[config.mk]
export PLATFORM = sky130hd
export DESIGN_NAME = trq_mul
export DESIGN_NICKNAME = d
export VERILOG_FILES = /design/src/design/trq_pkg.sv /design/src/design/trq_mul.sv
export SDC_FILE = /design/constraint.sdc
export NUM_CORES = 1
export LEC_CHECK = 0
export BUFFER_PORTS_ARGS = -buffer_cell sky130_fd_sc_hd__buf_2
export CORE_MARGIN = 1.5
export CORE_UTILIZATION = 43
export CTS_BUF_LIST = sky130_fd_sc_hd__clkbuf_8
export DETAILED_ROUTE_END_ITERATION = 10
export SETUP_SLACK_MARGIN = 0.02
export SYNTH_ARGS = -nofsm -noshare
export SYNTH_HDL_FRONTEND = slang
export SYNTH_SLANG_ARGS = --single-unit
[constraint.sdc]
create_clock -name clk -period 5.24 [get_ports clk]
set_input_delay 0.786 -clock clk [delete_from_list [all_inputs] [get_ports clk]]
set_output_delay 0.786 -clock clk [all_outputs]
set_load 0.02 [all_outputs]
[src/design/trq_pkg.sv]
`timescale 1ns / 1ps
// Shared constants, register codes and helper functions for the trackball core.
// No dependencies; imported by every trq_* module.
package trq_pkg;

	// datapath widths
	localparam int MW = 36;   // multiplier operand width (signed)
	localparam int PW = 72;   // product width
	localparam int SW = 64;   // radicand / dividend width
	localparam int RW = 32;   // root / divisor width
	localparam int ANG_BITS = 30;

	// parameter defaults
	localparam int DEF_CORDIC_STEPS  = 16;
	localparam int DEF_FRACTION_BITS = 14;

	// configuration register indexes
	localparam logic [2:0] CFG_ORIGIN_X = 3'd0;
	localparam logic [2:0] CFG_ORIGIN_Y = 3'd1;
	localparam logic [2:0] CFG_WIDTH    = 3'd2;
	localparam logic [2:0] CFG_HEIGHT   = 3'd3;
	localparam logic [2:0] CFG_TOL      = 3'd4;

	localparam logic signed [MW-1:0] HALF_PI_ANG = 36'sd1686629713;
	localparam logic signed [MW-1:0] INV_GAIN    = 36'sd652032874;
	localparam logic signed [MW-1:0] ONE_ANG     = 36'sd1073741824;

	typedef logic signed [MW-1:0] word_t;

	// arctangent of 2^-i, radians scaled by 2^30, floored
	function automatic word_t atan_entry(input logic [4:0] i);
		word_t v;
		case (i)
			5'd0:  v = 36'sd843314856;
			5'd1:  v = 36'sd497837829;
			5'd2:  v = 36'sd263043836;
			5'd3:  v = 36'sd133525158;
			5'd4:  v = 36'sd67021686;
			5'd5:  v = 36'sd33543515;
			5'd6:  v = 36'sd16775850;
			5'd7:  v = 36'sd8388437;
			5'd8:  v = 36'sd4194282;
			5'd9:  v = 36'sd2097149;
			5'd10: v = 36'sd1048575;
			5'd11: v = 36'sd524287;
			5'd12: v = 36'sd262143;
			5'd13: v = 36'sd131071;
			5'd14: v = 36'sd65535;
			5'd15: v = 36'sd32767;
			5'd16: v = 36'sd16383;
			5'd17: v = 36'sd8191;
			5'd18: v = 36'sd4095;
			5'd19: v = 36'sd2047;
			5'd20: v = 36'sd1023;
			5'd21: v = 36'sd511;
			5'd22: v = 36'sd255;
			5'd23: v = 36'sd127;
			5'd24: v = 36'sd63;
			5'd25: v = 36'sd31;
			5'd26: v = 36'sd15;
			5'd27: v = 36'sd7;
			5'd28: v = 36'sd3;
			5'd29: v = 36'sd1;
			default: v = '0;
		endcase
		return v;
	endfunction

	// 2^30 scale to output scale: add half an LSB, floor shift, saturate to 16 bits
	function automatic logic [15:0] to_out(input word_t v, input int sh);
		logic signed [MW:0] rnd;
		logic signed [MW:0] s;
		rnd = (sh == 0) ? '0 : ((MW+1)'(1) <<< (sh - 1));
		s = ((MW+1)'(v) + rnd) >>> sh;
		if (s > 37'sd32767) return 16'h7FFF;
		else if (s < -37'sd32768) return 16'h8000;
		else return s[15:0];
	endfunction

	// magnitude at or above 2^30
	function automatic logic is_big(input word_t v);
		return (v >= 36'sd1073741824) || (v <= -36'sd1073741824);
	endfunction

endpackage

[src/design/trq_mul.sv]
`timescale 1ns / 1ps
// Bit-serial signed multiplier: one multiplier bit per cycle.
// Depends on trq_pkg.
module trq_mul (
	input  logic                       clk,
	input  logic                       arst_n,
	input  logic                       start,
	input  trq_pkg::word_t             a,
	input  trq_pkg::word_t             b,
	output logic                       done,
	output logic signed [trq_pkg::PW-1:0] prod
);
	import trq_pkg::*;

	localparam int CW = $clog2(MW + 1);

	logic [PW-1:0] p_q;
	logic [MW-1:0] ma_q;
	logic          neg_q;
	logic [CW-1:0] cnt_q;
	logic          busy_q;
	logic          done_q;
	logic [MW:0]   sum;

	// add the multiplicand when the current multiplier bit is set
	always_comb begin
		sum = {1'b0, p_q[PW-1:MW]} + {1'b0, (p_q[0] ? ma_q : {MW{1'b0}})};
	end

	always_ff @(posedge clk or negedge arst_n) begin
		if (!arst_n) begin
			busy_q <= 1'b0;
			done_q <= 1'b0;
			cnt_q  <= '0;
		end else begin
			done_q <= 1'b0;
			if (start) begin
				busy_q <= 1'b1;
				cnt_q  <= '0;
			end else if (busy_q) begin
				cnt_q <= cnt_q + 1'b1;
				if (cnt_q == CW'(MW - 1)) begin
					busy_q <= 1'b0;
					done_q <= 1'b1;
				end
			end
		end
	end

	// datapath
	always_ff @(posedge clk) begin
		if (start) begin
			ma_q  <= a[MW-1] ? MW'(-a) : MW'(a);
			p_q   <= {{MW{1'b0}}, (b[MW-1] ? MW'(-b) : MW'(b))};
			neg_q <= a[MW-1] ^ b[MW-1];
		end else if (busy_q) begin
			p_q <= {sum, p_q[MW-1:1]};
		end
	end

	assign done = done_q;
	assign prod = neg_q ? -$signed(p_q) : $signed(p_q);

endmodule

== Word level (Yosys, flattened, before mapping) ==
Cells that the tools add are included.
Word-level totals
  flip-flop bits (word level): 117
  output and inout bits: 73
Operators by class
  reductions and logical operators: 1
  add/sub/neg operators: 5
  multiplexer cells: 14
  equal/unequal tests: 1
  bitwise operators: 1
Operators by type and width (count)
  two-way mux 36 bit: 4
  two-way mux 72 bit: 1
  negator 36 bit: 2
  negator 72 bit: 1
  adder 36 x 36 -> 37 bit: 1
  two-way mux 35 bit: 1
  two-way mux 6 bit: 2
  adder 6 x 1 -> 6 bit (second input constant): 1
  equality test 6 bit (second input constant): 1
  two-way mux 1 bit: 6
  nonzero test 2 bit: 1
  XOR 1 bit: 1

== Longest topological paths before layout ==
Gate-level depths: netlist (run 1).
  depth in word-level cells: 4
  mapped depth: 14
  gate-level depth less buffers: 12

== Worst setup path after synthesis (run 1) ==
No wires, ideal clock.
  kind: flip-flop to output port
  start: register p_q[21]
  end: output port prod[69] in the netlist's numbering
  data arrival time: 3.032 ns
  buffers on the path: 0
  required time: 4.454 ns
  path slack: 1.422 ns
  cell stages (with the launch flop): 9
  path through: edfxtp_1 or4_4 or4_4 nor3_4 nand3_4 or4_4 or2_4 o41ai_4 xnor2_1
Between the ends
  word-level cells in the longest chain between the ends: 2
RTL lines
  start, declared: RTL line trq_mul.sv:17  | logic [PW-1:0] p_q;
  start signal, assigned: RTL line trq_mul.sv:54  | p_q <= {{MW{1'b0}}, (b[MW-1] ? MW'(-b) : MW'(b))};
  start signal, assigned: RTL line trq_mul.sv:57  | p_q <= {sum, p_q[MW-1:1]};
  negator 72 bit: RTL line trq_mul.sv:62  | assign prod = neg_q ? -$signed(p_q) : $signed(p_q);
  two-way mux 72 bit: RTL line trq_mul.sv:62
  end, declared: RTL line trq_mul.sv:11  | output logic signed [trq_pkg::PW-1:0] prod
No other way between the ends.

== Worst setup path after layout (run 1) ==
  start: register p_q[21]
  end: output port prod[56] in the netlist's numbering
The elaborated chain is that of the path after synthesis.

==> results of run 1 <==
sequential cells by signal, indices dropped and copies added, names as in the netlist:
signal	cells
neg_q	1
p_q	72
busy_q	1
cnt_q	6
ma_q	36
done	1
per-layer routing:
layer | wire length, um | part of all wire | up-vias | GRT usage
met1 | 11000 | 0.46 | 3644 | 0.293
met5 | 0 | 0 | - | 0
met4 | 629 | 0.026 | 0 | 0.0804
met2 | 11000 | 0.46 | 212 | 0.345
met3 | 1360 | 0.056 | 40 | 0.0424
li1 | - | - | 4112 | -
critical path, stage by stage (launching register included):
cell and delay (ps):
edfxtp_1 440, or4_4 580, or4_4 470, nor3_4 320, and3_2 260, nand4_2 230
or3_1 450, o31ai_1 260, xnor2_1 150, buf_2 180
worst max-delay path by stage:
stage	to	slack, ps
2_1_floorplan	prod[69]	1420
3_3_place_gp	prod[56]	1200
3_5_place_dp	prod[56]	1130
4_1_cts	prod[56]	630
5_1_grt	prod[56]	430
6_report	prod[56]	640
cell type report:
class,instances,area [sq um]
inverters,19,71.3
repair buffers,155,811
clock inverters,14,114
multi-input cells,877,5880
fillers,2087,10500
clock buffers,18,248
well taps,275,344
flip-flops and latches,117,3110
synthesized netlist by cell type (4+ instances only):
library cell  count
xnor2_1         121
nor2_1          102
nand2_1          83
a21oi_1          73
edfxtp_1         73
o21ai_0          73
xor2_1           46
clkbuf_1         45
ha_1             40
and2_1           37
o31ai_1          37
dfxtp_1          36
or3_1            24
nor3_1           23
a21o_1           20
inv_1            19
mux2i_1          19
nand2b_1         17
o41ai_1          17
nand3_1          14
or4_1            12
nand4_1           9
nor2b_1           9
or2_2             9
dfrtp_1           8
a31oi_1           7
o21bai_1          7
and3_1            6
a211oi_1          5
nor4_1            5
o21a_1            4
o311ai_0          4
stage by stage:
stage | instances | instance area, sq um | hold slack [ps]
3_3_place_gp | 1443 | 10200 | 529
4_1_cts | 1475 | 10600 | 142
5_1_grt | 1475 | 10600 | 132
2_1_floorplan | 1063 | 9280 | 490
3_5_place_dp | 1443 | 10200 | 533
6_report | 1475 | 10600 | 154
where the power goes:
part / internal, mW / leakage (nW) / switching, mW / total, mW
Clock: 0.381 / 0.188 / 0.383 / 0.765
Sequential: 1.13 / 1.13 / 0.183 / 1.31
Combinational: 0.604 / 3.01 / 0.901 / 1.50
cell families (layout without fill, tap and decap cells):
family                   Yosys count  in the layout  share of synthesized area
buffers and inverters             69            206                     0.0301
flip-flops                       117            117                      0.336
XOR/XNOR                         167            167                      0.158
adder cells (fa/ha/maj)           41             41                     0.0561
AO/OA/AOI/OAI                    268            268                      0.184
multiplexers                      20             20                     0.0217
AND/OR/NAND/NOR                  381            381                      0.214
cells in the final DEF (no fill, tap or decap), drive strengths merged, types with 11 or more instances in the layout:
master  synthesis  final
inv            19     23
dfxtp          36     36
edfxtp         73     73
a21o           20     20
mux2i          19     19
a21oi          73     73
or4            18     18
nor3           24     24
or2            11     11
and2           37     37
nand3          15     15
o31ai          38     38
clkbuf         46     18
nand2b         17     17
nand2          83     83
o21ai          73     73
xor2           46     46
or3            27     27
o41ai          18     18
xnor2         121    121
buf             4    155
nor2          102    102
ha             40     40
==> out/results.ini, run 1 <==
[run_status]
status=complete, no violations

[die]
die_area_sq_um=22500
core_area_sq_um=21100
start_util=0.440
row_count=53
die_y_um=150
ios=148
die_w_um=150

[grt]
gr-usage-all-layers=0.218
grt_pass1_vias=7371
antenna_found_initial=0
grt_max_degree=109
grt_pass1_wl_um=38000
gr-total-overflow=0

[logic_synthesis]
postSynthCellCount=1063
async_reset_ff_frac=0.0684
ys.flop_type=edfxtp_1
synth_top_area_cell=edfxtp_1
syn-num-nets=1179
yosys-top-cells-area=edfxtp_1 (24%), xnor2_1 (11%), dfxtp_1 (7.8%)
synth_cell_types=71
yosys_warnings=0
synthesis.area_sq_um=9280
avgSynthCellArea_sq_um=8.73
synth_top_area_share=0.236
synth_seq_cells=117
ys_seq_area_frac=0.336
synth_edf_count=73

[worst_setup_path]
r2r_cells=12
worstSetupEndpointType=primary output
worstPathArrival_ps=3820
worst_ep_required_time_ps=4450
rrSetupSlack_ps=1310
cp-startpoint=p_q[21]
cp_max_fo=7
worst-setup-path-type=reg2out
crit_path_start_kind=flip-flop
r2r-end=p_q[68]
r2r-start=p_q[0]

[sta]
finalCritPeriodShare=0.878
worst_pin_slew_ps=802
relSlewSlack=0.464
layout_setup_ws_ps=638
clock-skew-final_ps=9.89
hold_violations=0
setup_violations=0
fin_setup_tns_ps=0
slew_violations=0
grt_setup_unrepaired=no
fmax_mhz=217
finalCriticalPeriod_ps=4600

[clocking]
clk_pin_slew_worst_paths_ps=80
cts.repair.resized=0
max-clock-path-buffers=2
cts_made_buffers=17
cts-htree-levels=4
cts_setup_buffers=0
cts.sinks=117
ctsHoldBuffers=0
insertion_delay_ps=460
cts_tree=yes
root_buffer=clkbuf_8

[drt]
drt-total-wl_um=24000
drt-initial-drc-count=433
routed_via_density=5.43
vias=8008
drtAntennaViolNets=0
wire_per_inst_um=16.3
drc=0
first_pass_iters=6

[flow_run]
cap_violations=0

[min_path]
hold_class=in2async

[placed_design]
post-place-ws_ps=1130
place_congestion=0.896
dpl.hpwl_um=18500
io_buffers=147

[pwr]
p_total_mw=3.58
power_per_cell_area_nw_per_um2=339
p_leak_nw=4.33
vdd_drop_max_mv=0.131

[cells_and_area]
utilization=0.502
insertedDiodeCount=0
area_delta_synth_final_pct=14.1
nets=1303
drive_gt1_frac=0.180

Power figures use the tool's default switching activity.
==> run 2, diff against run 1 <==
--- a/config.mk
+++ b/config.mk
@@ -10,6 +10,7 @@
 export CORE_UTILIZATION = 43
 export CTS_BUF_LIST = sky130_fd_sc_hd__clkbuf_8
 export DETAILED_ROUTE_END_ITERATION = 10
+export REMOVE_ABC_BUFFERS = 1
 export SETUP_SLACK_MARGIN = 0.02
 export SYNTH_ARGS = -nofsm -noshare
 export SYNTH_HDL_FRONTEND = slang
==> out/results.ini, run 2 (synthesis results as in run 1) <==
[cells_and_area]
drive_gt1_frac=0.176  ; was 0.180
instances_no_fill=1475  ; unchanged
seq_area_sq_um=3110  ; unchanged
post-route-cell-area_sq_um=10600  ; about the same
reg_top3=p_q: 72 flops, ma_q: 36 flops, cnt_q: 6 flops  ; unchanged
final_common_cell=buf_2  ; unchanged
final_cell_mix=buf_2 (146), xnor2_1 (121), nor2_1 (102), nand2_1 (83)  ; unchanged
top_register=p_q  ; unchanged
nets=1302  ; was 1303
multi_input_area_sq_um=5880  ; unchanged
fillers=2050  ; was 2087
largest_reg_flops=72  ; unchanged
area_delta_synth_final_pct=14.4  ; was 14.1%
utilization=0.503  ; was 0.502

[sta]
finalCriticalPeriod_ps=4610  ; was 4600 ps
slew_violations=0  ; unchanged
hold_violations=0  ; unchanged
grt_setup_unrepaired=no  ; unchanged
relSlewSlack=0.277  ; was 0.464
worst_pin_slew_ps=1080  ; was 802 ps
setup_violations=0  ; unchanged
finalCritPeriodShare=0.881  ; was 0.878
clock-skew-final_ps=9.49  ; was 9.89 ps
timing.hold.ws_ps=159  ; was 154 ps
layout_setup_ws_ps=626  ; was 638 ps
fmax_mhz=217  ; about the same
fin_setup_tns_ps=0  ; unchanged

[die]
core_area_sq_um=21100  ; unchanged
start_util=0.440  ; unchanged
die_area_sq_um=22500  ; unchanged
die_w_um=150  ; unchanged
die_y_um=150  ; unchanged
row_count=53  ; unchanged
ios=148  ; unchanged

[pwr]
internal_power_mw=2.24  ; was 2.12 mW
power_frac_comb=0.404  ; was 0.420
power.switching_mw=1.46  ; was 1.47 mW
power_frac_seq=0.355  ; was 0.367
clkPwrFrac=0.241  ; was 0.213
p_leak_nw=4.34  ; was 4.33 nW
p_total_mw=3.69  ; was 3.58 mW
vdd_drop_max_mv=0.143  ; was 0.131 mV
swShare=0.394  ; was 0.409
power_per_cell_area_nw_per_um2=348  ; was 339 nW/um^2

[grt]
gr-total-overflow=0  ; unchanged
grt_pass1_wl_um=39200  ; was 38000 um
grt_pass1_vias=7584  ; was 7371
gr-usage-all-layers=0.224  ; was 0.218
antenna_found_initial=3  ; was 0
grt_max_degree=70  ; was 109

[clocking]
ctsHoldBuffers=0  ; unchanged
cts_made_buffers=17  ; unchanged
root_buffer=clkbuf_8  ; unchanged
clk_pin_slew_worst_paths_ps=70  ; was 80 ps
max-clock-path-buffers=2  ; unchanged
cts.repair.resized=0  ; unchanged
cts_setup_buffers=0  ; unchanged
cts-htree-levels=4  ; unchanged
insertion_delay_ps=450  ; was 460 ps
cts.sinks=117  ; unchanged
cts_tree=yes  ; unchanged

[drt]
first_pass_iters=5  ; was 6
routed_via_density=5.50  ; was 5.43
drt-total-wl_um=24900  ; was 24000 um
drc=0  ; unchanged
wire_per_inst_um=16.9  ; was 16.3 um
drt-initial-drc-count=482  ; was 433
drtAntennaViolNets=0  ; unchanged
vias=8110  ; was 8008

[worst_setup_path]
cpMostUsedCell=or4_4  ; unchanged
cp_slowest_cell=or4_4  ; unchanged
worst_ep_required_time_ps=4450  ; about the same
worstPathArrival_ps=3830  ; was 3820 ps
worst-setup-path-type=reg2out  ; unchanged
cp_slowest_stage_delay_ps=560  ; was 580 ps
cp_cell_sequence=or4_4 -> or4_4 -> nor3_4 -> and3_2 -> nand4_2 -> or3_1 -> o31ai_1 -> xnor2_1 -> buf_2  ; unchanged
worstSetupEndpointType=primary output  ; unchanged
crit_buf_inv=1  ; unchanged
cp_max_fo=7  ; unchanged
path_delay_family=simple AND/OR/NAND/NOR gates  ; unchanged
crit_path_start_kind=flip-flop  ; unchanged

[placed_design]
post-place-ws_ps=1070  ; was 1130 ps
io_buffers=147  ; unchanged
place_congestion=0.920  ; was 0.896
placed_cell_area_sq_um=10200  ; about the same
dpl.hpwl_um=18900  ; was 18500 um
dp_cells=1442  ; was 1443

[flow_run]
cap_violations=0  ; unchanged

[run_status]
status=complete, no violations  ; unchanged

[min_path]
hold_class=in2async  ; unchanged

==> run 2: cell types whose count changed in the layout (fill, tap and decap cells not counted), sizes merged <==
| cell | change |
|---|---|
| bufinv | +3 |
| clkbuf | -1 |
| clkinv | +2 |
| diode | +1 |
| inv | -2 |
| buf | -1 |
| clkinvlp | -2 |
==> run 2: per-layer routing <==
layer  wire [um]  vias to the layer above  global-route usage
met5          46                        -                   0
met4         350                        6              0.0559
met3        1870                       33              0.0640
met2       11600                      241               0.369
met1       11000                     3705               0.289
li1            -                     4125                   -
==> run 2: final cells by class <==
cell class,instances,area share
antenna,1,0.000236
timing repair buffer,154,0.0745
clock buffer,17,0.0221
tap,275,0.0324
sequential,117,0.294
multi-input combinational,877,0.554
inverter,19,0.00672
clock inverter,15,0.0160
==> run 2: worst paths after layout <==
kind	from	endpoint	slack, ps	cells past startpoint
worst max-delay path	p_q[20]	prod[56]	630	9
max in group asynchronous	arst_n	busy_q	4890	1
worst min-delay path	arst_n	cnt_q[1]	160	1
min in group clk	cnt_q[5]	cnt_q[5]	560	2
worst max register to register	p_q[0]	p_q[68]	1320	12
worst min register to register	cnt_q[5]	cnt_q[5]	560	2
==> run 2: power groups by stage <==
stage                     combinational (mW)  sequential (mW)  clock (mW)
after detailed placement                1.49             1.33           0
after global placement                  1.48             1.33           0
after floorplan                         1.05             1.28           0
final                                   1.49             1.31       0.891
after CTS                               1.50             1.31       0.907
after global routing                    1.64             1.33       0.948
