[config.mk]
export PLATFORM = sky130hd
export DESIGN_NAME = trq_sqrt
export DESIGN_NICKNAME = d
export VERILOG_FILES = /design/src/design/trq_pkg.sv /design/src/design/trq_sqrt.sv
export SDC_FILE = /design/constraint.sdc
export NUM_CORES = 1
export LEC_CHECK = 0
export BUFFER_PORTS_ARGS = -buffer_cell sky130_fd_sc_hd__buf_2
export CAP_MARGIN = 0
export CORE_UTILIZATION = 45
export CTS_CLUSTER_DIAMETER = 60
export DETAILED_ROUTE_END_ITERATION = 16
export GPL_ROUTABILITY_DRIVEN = 0
export SLEW_MARGIN = 10
export SYNTH_ARGS = -nofsm -noshare
export SYNTH_HDL_FRONTEND = slang
export SYNTH_SLANG_ARGS = --single-unit
[constraint.sdc]
create_clock -name clk -period 16.4 [get_ports clk]
set_clock_uncertainty 0.2 [all_clocks]
set_input_delay 2.46 -clock clk [delete_from_list [all_inputs] [get_ports clk]]
set_output_delay 2.46 -clock clk [all_outputs]
set_load 0.1 [all_outputs]
[src/design/trq_pkg.sv]
`timescale 1ns / 1ps
// Shared constants, register codes and helper functions for the trackball core.
// No dependencies; imported by every trq_* module.
package trq_pkg;

	// datapath widths
	localparam int MW = 36;   // multiplier operand width (signed)
	localparam int PW = 72;   // product width
	localparam int SW = 64;   // radicand / dividend width
	localparam int RW = 32;   // root / divisor width
	localparam int ANG_BITS = 30;

	// parameter defaults
	localparam int DEF_CORDIC_STEPS  = 16;
	localparam int DEF_FRACTION_BITS = 14;

	// configuration register indexes
	localparam logic [2:0] CFG_ORIGIN_X = 3'd0;
	localparam logic [2:0] CFG_ORIGIN_Y = 3'd1;
	localparam logic [2:0] CFG_WIDTH    = 3'd2;
	localparam logic [2:0] CFG_HEIGHT   = 3'd3;
	localparam logic [2:0] CFG_TOL      = 3'd4;

	localparam logic signed [MW-1:0] HALF_PI_ANG = 36'sd1686629713;
	localparam logic signed [MW-1:0] INV_GAIN    = 36'sd652032874;
	localparam logic signed [MW-1:0] ONE_ANG     = 36'sd1073741824;

	typedef logic signed [MW-1:0] word_t;

	// arctangent of 2^-i, radians scaled by 2^30, floored
	function automatic word_t atan_entry(input logic [4:0] i);
		word_t v;
		case (i)
			5'd0:  v = 36'sd843314856;
			5'd1:  v = 36'sd497837829;
			5'd2:  v = 36'sd263043836;
			5'd3:  v = 36'sd133525158;
			5'd4:  v = 36'sd67021686;
			5'd5:  v = 36'sd33543515;
			5'd6:  v = 36'sd16775850;
			5'd7:  v = 36'sd8388437;
			5'd8:  v = 36'sd4194282;
			5'd9:  v = 36'sd2097149;
			5'd10: v = 36'sd1048575;
			5'd11: v = 36'sd524287;
			5'd12: v = 36'sd262143;
			5'd13: v = 36'sd131071;
			5'd14: v = 36'sd65535;
			5'd15: v = 36'sd32767;
			5'd16: v = 36'sd16383;
			5'd17: v = 36'sd8191;
			5'd18: v = 36'sd4095;
			5'd19: v = 36'sd2047;
			5'd20: v = 36'sd1023;
			5'd21: v = 36'sd511;
			5'd22: v = 36'sd255;
			5'd23: v = 36'sd127;
			5'd24: v = 36'sd63;
			5'd25: v = 36'sd31;
			5'd26: v = 36'sd15;
			5'd27: v = 36'sd7;
			5'd28: v = 36'sd3;
			5'd29: v = 36'sd1;
			default: v = '0;
		endcase
		return v;
	endfunction

	// 2^30 scale to output scale: add half an LSB, floor shift, saturate to 16 bits
	function automatic logic [15:0] to_out(input word_t v, input int sh);
		logic signed [MW:0] rnd;
		logic signed [MW:0] s;
		rnd = (sh == 0) ? '0 : ((MW+1)'(1) <<< (sh - 1));
		s = ((MW+1)'(v) + rnd) >>> sh;
		if (s > 37'sd32767) return 16'h7FFF;
		else if (s < -37'sd32768) return 16'h8000;
		else return s[15:0];
	endfunction

	// magnitude at or above 2^30
	function automatic logic is_big(input word_t v);
		return (v >= 36'sd1073741824) || (v <= -36'sd1073741824);
	endfunction

endpackage

[src/design/trq_sqrt.sv]
`timescale 1ns / 1ps
// Floor integer square root, one base-4 digit per cycle.
// Depends on trq_pkg.
module trq_sqrt (
	input  logic                    clk,
	input  logic                    arst_n,
	input  logic                    start,
	input  logic [trq_pkg::SW-1:0]  radicand,
	output logic                    done,
	output logic [trq_pkg::RW-1:0]  root
);
	import trq_pkg::*;

	localparam int CW = $clog2(RW + 1);

	logic [SW-1:0] v_q, r_q, b_q, rb;
	logic [CW-1:0] cnt_q;
	logic          busy_q;
	logic          done_q;
	logic          ge;

	always_comb begin
		rb = r_q + b_q;
		ge = v_q >= rb;
	end

	always_ff @(posedge clk or negedge arst_n) begin
		if (!arst_n) begin
			busy_q <= 1'b0;
			done_q <= 1'b0;
			cnt_q  <= '0;
		end else begin
			done_q <= 1'b0;
			if (start) begin
				busy_q <= 1'b1;
				cnt_q  <= '0;
			end else if (busy_q) begin
				cnt_q <= cnt_q + 1'b1;
				if (cnt_q == CW'(RW - 1)) begin
					busy_q <= 1'b0;
					done_q <= 1'b1;
				end
			end
		end
	end

	// digit recurrence
	always_ff @(posedge clk) begin
		if (start) begin
			v_q <= radicand;
			r_q <= '0;
			b_q <= SW'(1) << (SW - 2);
		end else if (busy_q) begin
			if (ge) begin
				v_q <= v_q - rb;
				r_q <= (r_q >> 1) + b_q;
			end else begin
				r_q <= r_q >> 1;
			end
			b_q <= b_q >> 2;
		end
	end

	assign done = done_q;
	assign root = r_q[RW-1:0];

endmodule

# Yosys cells after proc, flatten, opt, wreduce, memory -nomap -nowiden
# Index checks and enable logic that the tools add are counted.
# op_classes
addsub	4
order_cmp	1
eq_ne	1
muxes	12
reduce_logical	3
# op_table
cell	n
$mux W64	4
$add A63 B63 Y64	1
$add A64 B63 Y64	1
$ge A64 B64 Y1	1
$sub A64 B64 Y64	1
$mux W6	2
$add A6 B1 Y6 const B	1
$eq A6 B5 Y1 const B	1
$mux W1	6
$reduce_bool A2 Y1	2
$reduce_and A2 Y1	1
# totals
regBits	168
output_inout_bits	33
elab_cells	27

# Depth between registers and ports, before layout
# Gate-level depths: netlist of run 1.
# depth
depth_word	5
mapped_depth	26
mapped_depth_nobuf	23

# Worst setup path after synthesis of run 1
# OpenSTA, ideal clock, no wires.
# synth_timing
path_kind	register -> register
from	register r_q[4]
to	register v_q[0] (enable)
setup_ps	689
arrival_time_ps	5564
t_required_ps	15511
path_slack_ps	9947
stages_incl_launch_ff	22
n_path_buf	0
synth_period_minus_slack_ps	6453
cell_sequence	dfxtp_1 ha_1 a211oi_1 a211oi_1 a221oi_1 a2111oi_2 nor3_2 a21oi_2 a21oi_1 o21ba_2 o21ai_0 xnor2_1 ha_1 a21oi_1 o21ai_0 o31ai_1 a21oi_1 or4_4 nor2_2 a21oi_4 nand2_1 nand2_1
# synth_between
elab_chain_len	4
# synth_rtl
element	line	text
from (decl)	trq_sqrt.sv:16	logic [SW-1:0] v_q, r_q, b_q, rb;
from (signal assigned)	trq_sqrt.sv:56	r_q <= (r_q >> 1) + b_q;
from (signal assigned)	trq_sqrt.sv:58	r_q <= r_q >> 1;
$add A64 B63 Y64	trq_sqrt.sv:23	rb = r_q + b_q;
$ge A64 B64 Y1	trq_sqrt.sv:24	ge = v_q >= rb;
$reduce_bool A2 Y1 (no line)	--	
$reduce_and A2 Y1 (no line)	--	
to (signal assigned)	trq_sqrt.sv:50	v_q <= radicand;
to (signal assigned)	trq_sqrt.sv:55	v_q <= v_q - rb;
to (decl)	trq_sqrt.sv:16	
# No other way between the ends.
# A chain may end at the register's enable or synchronous reset.

# Final worst setup path of run 1
# layout_timing
from	register r_q[10]
to	register v_q[26] (enable)
# The elaborated chain is that of the path after synthesis.

==> results.tsv, run 1 <==
metric	value	unit
status	finished clean	
Post-Route Setup TNS	0	ns
fin crit share	47.9	%
width of the die	189	µm
placed wire-length estimate	33800	µm
clock buffer depth	2	
routed wire length	44900	µm
LEAKAGE	6.73	nW
initial antenna violation count	0	
Main synth FF type	dfxtp_1	
post-CTS setup buffers	0	
vias post-DR	14700	
largest net degree at the start of global routing	111	
async set or reset register ratio after synthesis	4.76	%
Final Net Count	2186	
total power draw	0.00296	W
Hold Fails Final Rpt	0	
Synth Area per Inst	7.81	µm²
Port Buffers	99	
Clk Latency, worst-skew pair	0.45	ns
element type at the critical path start	flop	
GR Overflow Total	0	
WP data required	16.29	ns
sequential area share after synthesis	25.8	%
Worst setup EP type	flop	
max_cap viols	0	
CTS Sinks	168	
Placeable Area	33900	µm²
Post-synth EDFFs	64	
Initial Util	46.3	%
row cnt	67	
Netlist cell types	86	
endpoints failing setup	0	
CTS tree	yes	
first-pass GRT wire length	72200	µm
post-DR vias/cell	5.99	
slew margin rel.	34.7	%
Fmax	127	MHz
CTS Buf Count	17	
Worst-path clk slew	0.07	ns
# resized after CTS	0	
commonest non-fill, non-tap cell in the layout	nand2_1	
vias in the first global route	13900	
Post-Synthesis Net Count	2206	
Post-Synthesis Cells	2007	
# diodes	0	
die area	35600	µm²
DRT Pass-1 Iters	6	
maximum VDD drop	0.132	mV
Seq cells post-synth	168	
max-slew violations	0	
Slew @ Worst Pin	0.973	ns
Mapped Area	15700	µm²
Fill cells	3402	
Max FO, Critical Path	59	
clock root cell	clkbuf_16	
unrepaired setup endpoints after global routing	false	
Tightest Hold Check Type	flop to flop	
Power Density	177	nW/µm²
Ports	100	
GRT Overall Usage	25.1	%
CP Class	flop to flop	
final antenna-violating net count	0	
Post-CTS Hold Fix Bufs	0	
crit path DAT	7.75	ns
CTS HTree Levels	4	
share of cells above drive strength 1	9.60	%
die height	189	µm
initial DRC count	1178	
DRC Markers	0	
Period minus WS final	7.86	ns
Synth warnings	0	
most frequent cells in the layout	244 x nand2_1, 200 x nor2_1, 158 x o21ai_0, 136 x a21oi_1, 131 x ha_1	
post-DR wirelength/cell	18.4	µm
synthesis-to-layout area growth	6.54	%
cells in the mapped netlist, types with 44 or more instances:
master / number / area share, %
ha_1: 131 / 10
dfxtp_1: 96 / 12
a21oi_1: 136 / 4.3
nor2_1: 200 / 4.8
mux2i_1: 44 / 2.8
edfxtp_1: 64 / 12
nand2_1: 245 / 5.9
nand3_1: 49 / 1.6
clkbuf_1: 91 / 2.2
o21ai_0: 158 / 5.0
nand4_1: 45 / 1.8
xor2_1: 73 / 4.1
inv_1: 44 / 1.1
xnor2_1: 74 / 4.1
a31oi_1: 54 / 2.2
where the power goes:
part | switching [W] | internal (W)
Combinational | 0.00116 | 0.000672
Clock | 0.000184 | 0.000239
Sequential | 0.0000971 | 0.000606
worst max-delay path, stage by stage (launching register included):
cell and delay (ns):
dfxtp_1 0.36, ha_1 0.41, a311oi_1 0.34, nor4_1 0.11
o31ai_1 0.78, nand2_1 0.26, a31oi_1 0.33, o21bai_1 0.15
a21oi_1 0.23, xor2_1 0.12, ha_1 0.48, nand4_2 0.20
nor4_4 0.33, nand2_2 0.21, a2111oi_4 0.37, nor3_4 0.17
o2bb2ai_4 0.25, a21oi_4 0.15, buf_4 0.53, nand2_1 0.21
nand2_2 0.59, buf_4 0.59
sequential cells by signal (all words and copies together) (netlist names):
name and cells:
busy_q 1, r_q 64, v_q 64, b_q 32, cnt_q 6, done 1
routing by layer:
| metal | routed length, µm | track usage, % | up-vias | part of all wire [%] |
|---|---|---|---|---|
| li1 | - | - | 7304 | - |
| met2 | 20100 | 40.4 | 455 | 45 |
| met3 | 2630 | 3.91 | 63 | 5.9 |
| met1 | 21200 | 34.6 | 6837 | 47 |
| met4 | 919 | 7.26 | 0 | 2.0 |
| met5 | 0 | 0 | - | 0 |
through the flow:
stage	util [%]	area, µm²	hold WS (ns)	worst slack (ns)	std cells
3_5_place_dp	47.5	16100	0.309	8.68	2416
6_report	49.3	16700	0.313	8.54	2448
3_3_place_gp	47.5	16100	0.300	8.75	2416
4_1_cts	49.3	16700	0.318	8.65	2448
2_1_floorplan	-	15700	0.278	9.95	2007
5_1_grt	49.3	16700	0.366	8.14	2448
final timing paths:
path | from | to | cells after the start | slack, ns
max | r_q[10] | v_q[26] | 21 | 8.54
min | r_q[0] | r_q[0] | 2 | 0.31
max reg2reg | r_q[10] | v_q[26] | 21 | 8.54
min reg2reg | r_q[0] | r_q[0] | 2 | 0.31
max in group asynchronous | arst_n | busy_q | 1 | 14.18
min in group asynchronous | arst_n | cnt_q[5] | 1 | 1.63
cell families after synthesis:
logic type               synth area share (%)
AO/OA/AOI/OAI                            26.1
adder cells (fa/ha/maj)                  10.6
XOR/XNOR                                 8.21
buffers and inverters                    5.70
flip-flops                               25.8
AND/OR/NAND/NOR                          20.5
multiplexers                             3.17
final cells by class:
| cell class | instances | area [µm²] | share of cell area, % |
|---|---|---|---|
| clock buffers | 26 | 563 | 3.37 |
| repair buffers | 109 | 577 | 3.45 |
| multi-input cells | 1647 | 10700 | 64.3 |
| clock inverters | 6 | 46.3 | 0.277 |
| inverters | 44 | 165 | 0.989 |
| flip-flops and latches | 168 | 4050 | 24.2 |
| well taps | 448 | 561 | 3.36 |
No activity file was read; power rests on OpenSTA's default activity.
==> run 2: changes to the inputs <==
clock period = 6.3 ns   (was 16.4 ns; I/O delays follow)
==> run 2 against run 1 <==
Against the previous run: utilization up 1.6 points; highest routed layer unchanged; global-route usage up 0.19 points; clock power rose to 2.5 times the previous value; sequential power rose to 2.6 times the previous value; first-iteration DRC count down 6.9%; hold slack worse by 0.19 ns; clock-buffer cell count down 1; maximum frequency up 32%.
==> results.tsv, run 2 (same netlist as run 1, synthesis figures left out) <==
metric	value	unit
CP cell instances	ha_2 > nand2_2 > nor4_4 > a221oi_2 > buf_4 > a2111oi_4 > nor3_2 > a21oi_2 > a21oi_1 > o21ba_2 > o21ai_1 > xnor2_1 > ha_1 > and4_2 > nand3_1 > or3_1 > nor2_1 > o21a_1 > nor2_2 > a21o_4 > buf_12 > or3_1 > a311oi_1	
Fmax	167	MHz
largest net degree at the start of global routing	83	
CP Class	flop to flop	
Slew @ Worst Pin	1.14	ns
Fill cells	3326	
Period minus WS final	5.97	ns
Final Net Count	2233	
vias in the first global route	14200	
Regs by FF count	r_q (64), v_q (64), b_q (32)	
area of the multi-input gates	10900	µm²
die height	189	µm
CTS Buf Count	17	
GRT Overall Usage	25.3	%
# diodes	0	
post-DR vias/cell	5.99	
fin crit share	94.8	%
CP peak stage delay	0.42	ns
hold_ws	0.127	ns
WP data required	6.45	ns
LEAKAGE	6.99	nW
slew margin rel.	23.9	%
Largest delay share family, worst path	simple AND/OR/NAND/NOR gates	
crit path buf inv count	2	
most frequent cells in the layout	243 x nand2_1, 199 x nor2_1, 155 x o21ai_0, 133 x a21oi_1, 126 x ha_1	
DRT Pass-1 Iters	5	
row cnt	67	
synthesis-to-layout area growth	9.89	%
width of the die	189	µm
fin util	50.9	%
clock root cell	clkbuf_16	
final worst setup slack	0.325	ns
crit path DAT	6.12	ns
flip-flop and latch area	4050	µm²
crit-path most repeated cell	or3_1	
clock buffer depth	2	
commonest non-fill, non-tap cell in the layout	nand2_1	
DRC Markers	0	
post-DR wirelength/cell	18.1	µm
first-pass GRT wire length	73100	µm
Post-Route Setup TNS	0	ns
max-slew violations	0	
Post-CTS Hold Fix Bufs	0	
Initial Util	46.3	%
slowest cell on the critical path	ha_2	
Power Density	461	nW/µm²
routed wire length	45200	µm
CTS tree	yes	
placed cell count	2458	
Max FO, Critical Path	36	
non-filler cells, final	2495	
endpoints failing setup	0	
initial DRC count	1097	
Worst-path clk slew	0.08	ns
CTS HTree Levels	4	
Tightest Hold Check Type	input port to async pin	
Placeable Area	33900	µm²
final antenna-violating net count	0	
vias post-DR	15000	
Post-Place Setup Slack	-0.227	ns
share of cells above drive strength 1	12.5	%
Hold Fails Final Rpt	0	
die area	35600	µm²
max_cap viols	0	
element type at the critical path start	flop	
placed wire-length estimate	34500	µm
CTS Sinks	168	
initial antenna violation count	0	
Ports	100	
Worst setup EP type	flop	
status	finished clean	
GR Overflow Total	0	
maximum VDD drop	0.282	mV
Clk Latency, worst-skew pair	0.46	ns
Port Buffers	99	
-- run 2: final timing paths --
path	from	end	slack (ns)	depth (start not counted)
setup / recovery	b_q[10]	r_q[41]	0.33	23
hold / removal	arst_n	cnt_q[0]	0.13	1
setup reg to reg	b_q[10]	r_q[41]	0.33	23
hold reg to reg	r_q[0]	r_q[0]	0.32	2
max in group asynchronous	arst_n	busy_q	5.57	1
min in group clk	r_q[0]	r_q[0]	0.32	2
-- run 2: report_power, final --
part | switching [W] | internal (W) | leakage (nW)
logic | 0.00309 | 0.00197 | 5.15
clock network | 0.000473 | 0.000600 | 0.293
registers | 0.000223 | 0.00157 | 1.55
total | 0.00379 | 0.00414 | 6.99
-- run 2: timing repair --
item,in CTS,in global routing
cloned,0,0
setup buffers,0,5
gates resized for setup,5,21
setup endpoints to repair,120,131
pin swaps,1,5
-- run 2: per-stage QoR --
step / area, µm² / total power, W
floorplan: 15700 / 0.00555
global placement: 16500 / 0.00667
detailed placement: 16500 / 0.00673
CTS: 17100 / 0.00785
global route: 17200 / 0.00853
finish: 17200 / 0.00793
-- run 2: layout make-up --
cell class / count / area share, %
multi-input cells: 1647 / 63.1
flip-flops and latches: 168 / 23.5
repair buffers: 156 / 5.76
well taps: 448 / 3.25
clock buffers: 25 / 3.13
inverters: 44 / 0.959
clock inverters: 7 / 0.312
-- run 2: routing by layer --
layer  global-route usage [%]  vias to the layer above  wire [µm]
li1                         -                     7435          -
met1                     34.8                     7027      21600
met2                     40.8                      423      20500
met3                     3.35                       68       2030
met4                     8.13                        0       1060
met5                        0                        -          0
==> run 3: changes to the inputs <==
ABC_AREA = 1   (was unset)
==> run 3 against run 2 <==
Against the previous run: sequential power grew 7%; die area grew 25%; sequential share of layout area shrank 4.4 points; highest routed layer unchanged; design area grew 23%; utilization shrank 1.9 points; worst setup slack gained 0.45 ns; critical path depth shrank 2; final cell count grew 64%.
==> results.tsv, run 3 <==
metric	value	unit
Netlist cell types	49	
status	finished clean	
CP peak stage delay	0.45	ns
placed cell count	4061	
Worst setup EP type	flop	
WP data required	6.50	ns
Mapped Area	19700	µm²
post-DR vias/cell	5.50	
most frequent cell after synthesis	nand2_1	
synthesis-to-layout area growth	7.25	%
slew margin rel.	25.9	%
slowest cell on the critical path	ha_1	
Max FO, Critical Path	56	
Post-synth EDFFs	64	
die height	211	µm
element type at the critical path start	flop	
most frequent cells in the layout	1136 x nand2_1, 529 x inv_1, 392 x nor2_1, 320 x nand3_1, 175 x o21ai_0	
crit-path most repeated cell	nand2_1	
Port Buffers	99	
vias post-DR	22500	
clock root cell	clkbuf_16	
final standard cell area without fillers	21100	µm²
commonest non-fill, non-tap cell in the layout	nand2_1	
first-pass GRT wire length	114000	µm
Period minus WS final	5.53	ns
fin util	49.0	%
post-DR wirelength/cell	18.1	µm
final worst setup slack	0.774	ns
share of cells above drive strength 1	5.47	%
Tightest Hold Check Type	input port to async pin	
Fill cells	4751	
maximum VDD drop	0.308	mV
post-CTS setup buffers	0	
crit path DAT	5.72	ns
width of the die	211	µm
fin crit share	87.7	%
placed wire-length estimate	60400	µm
Synth Area per Inst	5.71	µm²
Post-Synthesis Cells	3451	
Main synth FF type	dfxtp_1	
DRC Markers	0	
max-slew violations	0	
flop2flop setup slack	0.77	ns
endpoints failing setup	0	
Post-CTS Hold Fix Bufs	0	
Post-Route Setup TNS	0	ns
Ports	100	
die area	44600	µm²
CTS HTree Levels	4	
Seq cells post-synth	168	
unrepaired setup endpoints after global routing	false	
CP cell instances	ha_1 > nand2_1 > o21ai_0 > nand2_1 > o21ai_0 > a21oi_1 > o21ai_0 > nand3_1 > nand2_1 > xnor2_1 > ha_1 > nand2_1 > nor3_1 > nand2_1 > nor3_4 > nand2_4 > nand2_4 > buf_12 > nand3_1 > nand3_1 > nand2_1	
Worst-path clk slew	0.08	ns
Power Density	423	nW/µm²
Post-Place Setup Slack	0.812	ns
vias in the first global route	21400	
max_cap viols	0	
clock buffer depth	2	
row cnt	76	
Fmax	181	MHz
synth top area cells	nand2_1 22%, inv_1 10%, dfxtp_1 9.8%	
LEAKAGE	9.74	nW
Synth warnings	0	
DP Area	20500	µm²
Regs by FF count	r_q (64), v_q (64), b_q (32)	
Slew @ Worst Pin	1.10	ns
GR Overflow Total	0	
CTS tree	yes	
final antenna-violating net count	0	
Post-Synthesis Net Count	3650	
CP Class	flop to flop	
Post-synth top cells	1136 x nand2_1, 529 x inv_1, 394 x nor2_1	
async set or reset register ratio after synthesis	4.76	%
GRT Overall Usage	33.6	%
largest area contributor in the netlist	nand2_1	
CTS Buf Count	17	
Final Net Count	3694	
Initial Util	45.6	%
routed wire length	74000	µm
Hold Fails Final Rpt	0	
Placeable Area	43200	µm²
# diodes	0	
CTS Sinks	168	
initial antenna violation count	1	
DRT Pass-1 Iters	6	
initial DRC count	2291	
Clk Latency, worst-skew pair	0.51	ns
largest net degree at the start of global routing	73	
Synth top area share	21.6	%
sequential area share after synthesis	20.5	%
non-filler cells, final	4093	
# resized after CTS	0	
-- run 3: cell types whose count changed after synthesis, moves of 27 or more --
cell,change
nand2_1,+891
inv_1,+485
nand3_1,+271
nor2_1,+194
clkbuf_1,-56
a31oi_1,-46
mux2i_1,-44
a21oi_1,+36
xor2_1,-36
a21o_1,-31
a211oi_1,-28
o22ai_1,+27
xnor2_1,-27
-- run 3: critical path: cells and delay by family, from the launching register on --
kind | cells | cell delay [ns]
flops | 1 | 0.44
xor+xnor | 1 | 0.08
compound gates | 4 | 1.14
buf+inv | 1 | 0.31
simple gates | 13 | 2.35
fa+ha+maj | 2 | 0.82
-- run 3: stage by stage --
stage / total power (W) / hold WS (ns)
finish: 0.00895 / 0.0768
global route: 0.00969 / 0.0748
CTS: 0.00885 / 0.0509
detailed placement: 0.00771 / 0.308
global placement: 0.00764 / 0.287
floorplan: 0.00627 / 0.257
-- run 3: logic make-up after synthesis --
group / Yosys count / share of synthesized area [%]
compound gates: 465 / 13.0
flops: 168 / 20.5
fa+ha+maj: 132 / 8.42
simple gates: 1980 / 41.5
buf+inv: 622 / 12.9
xor+xnor: 84 / 3.73
-- run 3: power by group --
group          switching (W)  internal (W)  total, W  leakage, nW
Sequential          0.000343       0.00158   0.00192         1.55
Combinational        0.00407       0.00185   0.00592         7.90
Clock               0.000563      0.000540   0.00110        0.291
Total                0.00497       0.00397   0.00895         9.74
-- run 3: path summary, 6_finish.rpt --
check / from / depth (start not counted) / end
max in group asynchronous: arst_n / 1 / cnt_q[0]
hold reg to reg: cnt_q[3] / 1 / cnt_q[3]
min in group clk: cnt_q[3] / 1 / cnt_q[3]
setup / recovery: r_q[22] / 21 / r_q[59]
setup reg to reg: r_q[22] / 21 / r_q[59]
hold / removal: arst_n / 1 / busy_q
-- run 3: cell type report --
| type | count | area (µm²) | share of cell area (%) |
|---|---|---|---|
| inverter | 537 | 2020 | 9.54 |
| clock buffer | 18 | 439 | 2.08 |
| tap | 585 | 732 | 3.46 |
| sequential | 168 | 4040 | 19.1 |
| timing repair buffer | 110 | 603 | 2.85 |
| multi-input combinational | 2661 | 13200 | 62.2 |
| clock inverter | 14 | 148 | 0.699 |
-- run 3: routing by layer --
layer  up-vias  share of wire, %  track usage, %
met4         0               5.5            19.2
li1      11100                 -               -
met2       966                44            54.1
met3       200               7.2            4.49
met5         -                 0               0
met1     10200                43            43.1
